$ cat config.mk
export PLATFORM = sky130hd
export DESIGN_NAME = r1mu_ram
export DESIGN_NICKNAME = d
export VERILOG_FILES = /design/src/rtl/r1mu_ram.sv
export SDC_FILE = /design/constraint.sdc
export NUM_CORES = 2
export LEC_CHECK = 0
export BUFFER_PORTS_ARGS = -buffer_cell sky130_fd_sc_hd__buf_2
export CORE_ASPECT_RATIO = 1.4
export CORE_MARGIN = 2
export CORE_UTILIZATION = 50
export DETAILED_ROUTE_END_ITERATION = 10
export GPL_TIMING_DRIVEN = 0
export PLACE_DENSITY = 0.65
export SYNTH_ARGS = -nofsm -noshare
export SYNTH_HDL_FRONTEND = slang
export SYNTH_SLANG_ARGS = --single-unit
$ cat constraint.sdc
create_clock -name clk -period 5 [get_ports clk]
set_input_delay 0.5 -clock clk [delete_from_list [all_inputs] [get_ports clk]]
set_output_delay 0.5 -clock clk [all_outputs]
set_load 0.02 [all_outputs]
$ cat src/rtl/r1mu_ram.sv
`default_nettype none

module r1mu_ram #(
  parameter int WIDTH = 32,
  parameter int DEPTH = 64,
  parameter int AW = (DEPTH > 1) ? $clog2(DEPTH) : 1
) (
  input  wire logic             clk,
  input  wire logic             wr_en,
  input  wire logic [AW-1:0]    wr_addr,
  input  wire logic [WIDTH-1:0] wr_data,
  input  wire logic             rd_en,
  input  wire logic [AW-1:0]    rd_addr,
  output logic      [WIDTH-1:0] rd_data
);

  logic [WIDTH-1:0] mem [DEPTH];

  always_ff @(posedge clk) begin
    if (wr_en) begin
      mem[wr_addr] <= wr_data;
    end
    if (rd_en) begin
      rd_data <= mem[rd_addr];
    end
  end

endmodule

`default_nettype wire

==> summary.txt <==
Outcome
  – Outcome: finished, final reports clean

Floorplan
  – Die Span Y: 474 um
  – Core Region: around 0.16 mm^2
  – Die W: approximately 340 um
  – Io pins: a little under 80
  – Starting Density: 0.503
  – Full die area: around 0.16 mm^2
  – # rows: around 170

Yosys
  – Sequential fraction of the synthesis area: 0.792
  – Distinct cells, synth: 33
  – Synth area leader: edfxtp_1
  – Area share of the largest cell type after synthesis: 0.792
  – Avg Inst Size Synth: between 20 and 25 um^2
  – Async SR Flop Fraction: 0
  – Post-synth top cells: edfxtp_1 (2080), mux4_2 (544), nor2_1 (137)
  – Yosys synthesis warning count: 0
  – Ys flop type: edfxtp_1
  – Cells after Synth: 3324
  – Post-synth EDFFs: about 2100
  – #FFs+latches synth: 2080
  – Most frequent cell after synthesis: edfxtp_1
  – Synthesized area: ~0.08 mm^2
  – Top cells by area, synth: edfxtp_1 (79%), mux4_2 (16%), mux2i_1 (1.2%)
  – Synth Net Count: around 3400

Setup path
  – Max stage delay on crit path: 1020 ps
  – Worst r2r path cells: 4
  – Setup crit end: rd_data[9]
  – Crit path kind: in2reg
  – Critical Path End Type: flip-flop
  – R2R setup slack: between 2000 and 2500 ps
  – Reg-to-reg startpoint: mem[11][24]
  – CP startpoint: rd_addr[1]
  – Critical path launch point type: input pin
  – Reg2reg end: rd_data[24]
  – CP Data Required Time: 5520 ps
  – CP max stage cell: buf_1
  – Worst-path fanout max: 10
  – CP most frequent cell: buf_2
  – Critical Path AT: around 5000 ps
  – Worst-path cell chain: buf_2 > buf_2 > buf_2 > buf_1 > nand3b_1 > o221ai_1 > a21oi_1 > a21oi_1 > nor2_1

Clock tree
  – Max clock buf depth: 3
  – CTS tree: done
  – # hold bufs at CTS: 0
  – H-tree depth: 4
  – Later-pin clock latency in the skew report: a little over 800 ps
  – Number of setup buffers added after CTS: 0
  – Clock Tree Root: clkbuf_16
  – Clk slew on worst S/H paths: 60 ps
  – CTS-repair resized insts: 0
  – CTS buffer count: around 180
  – Clock sinks: 2080

Layout
  – Area of the multi-input gates: around 0.016 mm^2
  – Final Non-Filler Cells: 5904
  – Share of cells above drive strength 1: 0.288
  – Filler cell count: 11334
  – Fin nets: 3705
  – Fin util: 0.572
  – FF/Latch Area: ~0.062 mm^2
  – Synthesis-to-layout area growth: 13.6%

Routing
  – Via Count: approximately 39000
  – WL final: 233 mm
  – Initial DRC Count: about 5700
  – Antenna violation net count after detailed routing: 0
  – Via density per instance: roughly 6.6
  – Drt first pass iters: 7
  – Remaining DRCs: 0
  – Drt wl/cell: 39.5 um

Job
  – Max Cap Viol: 0

STA
  – Final setup viols: 0
  – F_max: ~0.23 GHz
  – WHS: 110 ps
  – Setup TNS: 0 ps
  – Clk_skew: around 25 ps
  – Final WS setup: around 630 ps
  – Slew Viols, Final: 0
  – Fin crit share: 0.873
  – Relative slew slack: 0.0178
  – RSZ-0062 raised after global routing: false
  – Fin. Hold Viols: 0
  – Period minus WS final: ~4400 ps
  – Worst-Margin Slew: roughly 1500 ps

Hold path
  – Worst Hold Class: in2reg

Power
  – Worst VDD drop: 400 uV
  – PwrDens: 394 mW/mm^2
  – Leakage: about 0.028 uW

Placement
  – DP HPWL: 151 mm
  – Pre-CTS setup slack: -14.7 ps
  – DP Cell Count: around 5600
  – GPL Wtd Cong: slightly below 1
  – Buffers on Ports: 70

Global routing
  – Initial antenna violation count: 21
  – Largest net degree at the start of global routing: 65
  – Vias in the first global route: roughly 38000
  – Grt total ovfl: 0
  – Global-route wire length before repair: between 300 and 400 mm
  – Aggregate global-route resource usage: 0.291
-- final cells by class --
type                            instances  area share
Timing Repair Buffer                  149      0.0210
Sequential cell                      2080       0.697
Multi-Input combinational cell       1062       0.178
Buffer                                182     0.00989
Antenna cell                            5    0.000140
Clock inverter                        102     0.00940
Clock buffer                          236      0.0550
Tap cell                             2088      0.0292
-- layout by cell type (no fill, tap or decap), types with 5 or more instances in the layout --
cell type	count
nor2_4	62
mux4_2	544
clkbuf_16	190
clkinvlp_4	8
buf_2	120
inv_6	5
a311oi_1	8
nor3_1	5
a21oi_1	62
nand3b_1	5
buf_4	33
nand2b_1	8
nor2b_1	15
mux2i_1	93
o22ai_1	84
buf_6	14
a22oi_1	12
edfxtp_1	2080
nand2_1	26
buf_1	21
clkbuf_1	120
nand3_1	5
o221ai_1	27
clkinv_1	44
bufinv_16	12
nor2_1	75
clkinv_2	27
buf_12	64
diode_2	5
-- through the flow --
stage	total power, uW	area, um^2
2_1_floorplan	20700	78800
3_3_place_gp	21700	81800
3_5_place_dp	21800	83800
4_1_cts	35400	89500
5_1_grt	36000	89600
6_report	35300	89600
-- power breakdown --
group	total [uW]	internal [uW]	leakage [uW]	switching, uW
clock	13800	7580	0.00280	6250
combinational	2080	652	0.00608	1430
sequential	19400	19300	0.0187	32.5
-- sequential cells by signal, indices dropped and copies added, names as in the netlist --
signal / cells
mem: 2048
rd_data: 32
-- worst min path at each step --
stage,start,to,cells after the start
after floorplan,wr_data[0],mem[0][0],0
after global placement,rd_data[1],rd_data[1],1
after detailed placement,rd_data[1],rd_data[1],1
after CTS,wr_data[21],mem[15][21],1
after global routing,wr_data[13],mem[51][13],1
final,wr_data[13],mem[51][13],1
-- metal layers --
metal	global-route usage	wire [um]	up-vias	part of all wire
met5	0	138	-	0.00059
met4	0.178	17000	20	0.073
met3	0.0706	23300	571	0.10
met2	0.470	113000	2449	0.48
met1	0.358	79800	20934	0.34
li1	-	-	14971	-
-- cells by family after synthesis --
logic type / synth area share
buffers and inverters: 0.0112
flip-flops: 0.792
multiplexers: 0.167
AO/OA/AOI/OAI: 0.0167
AND/OR/NAND/NOR: 0.0126
-- critical path, delay by kind of cell --
kind | cells | cell delay (ps)
AO/OA/AOI/OAI | 3 | 1300
AND/OR/NAND/NOR | 2 | 850
buffers and inverters | 4 | 2200
No activity file was read; power rests on OpenSTA's default activity.
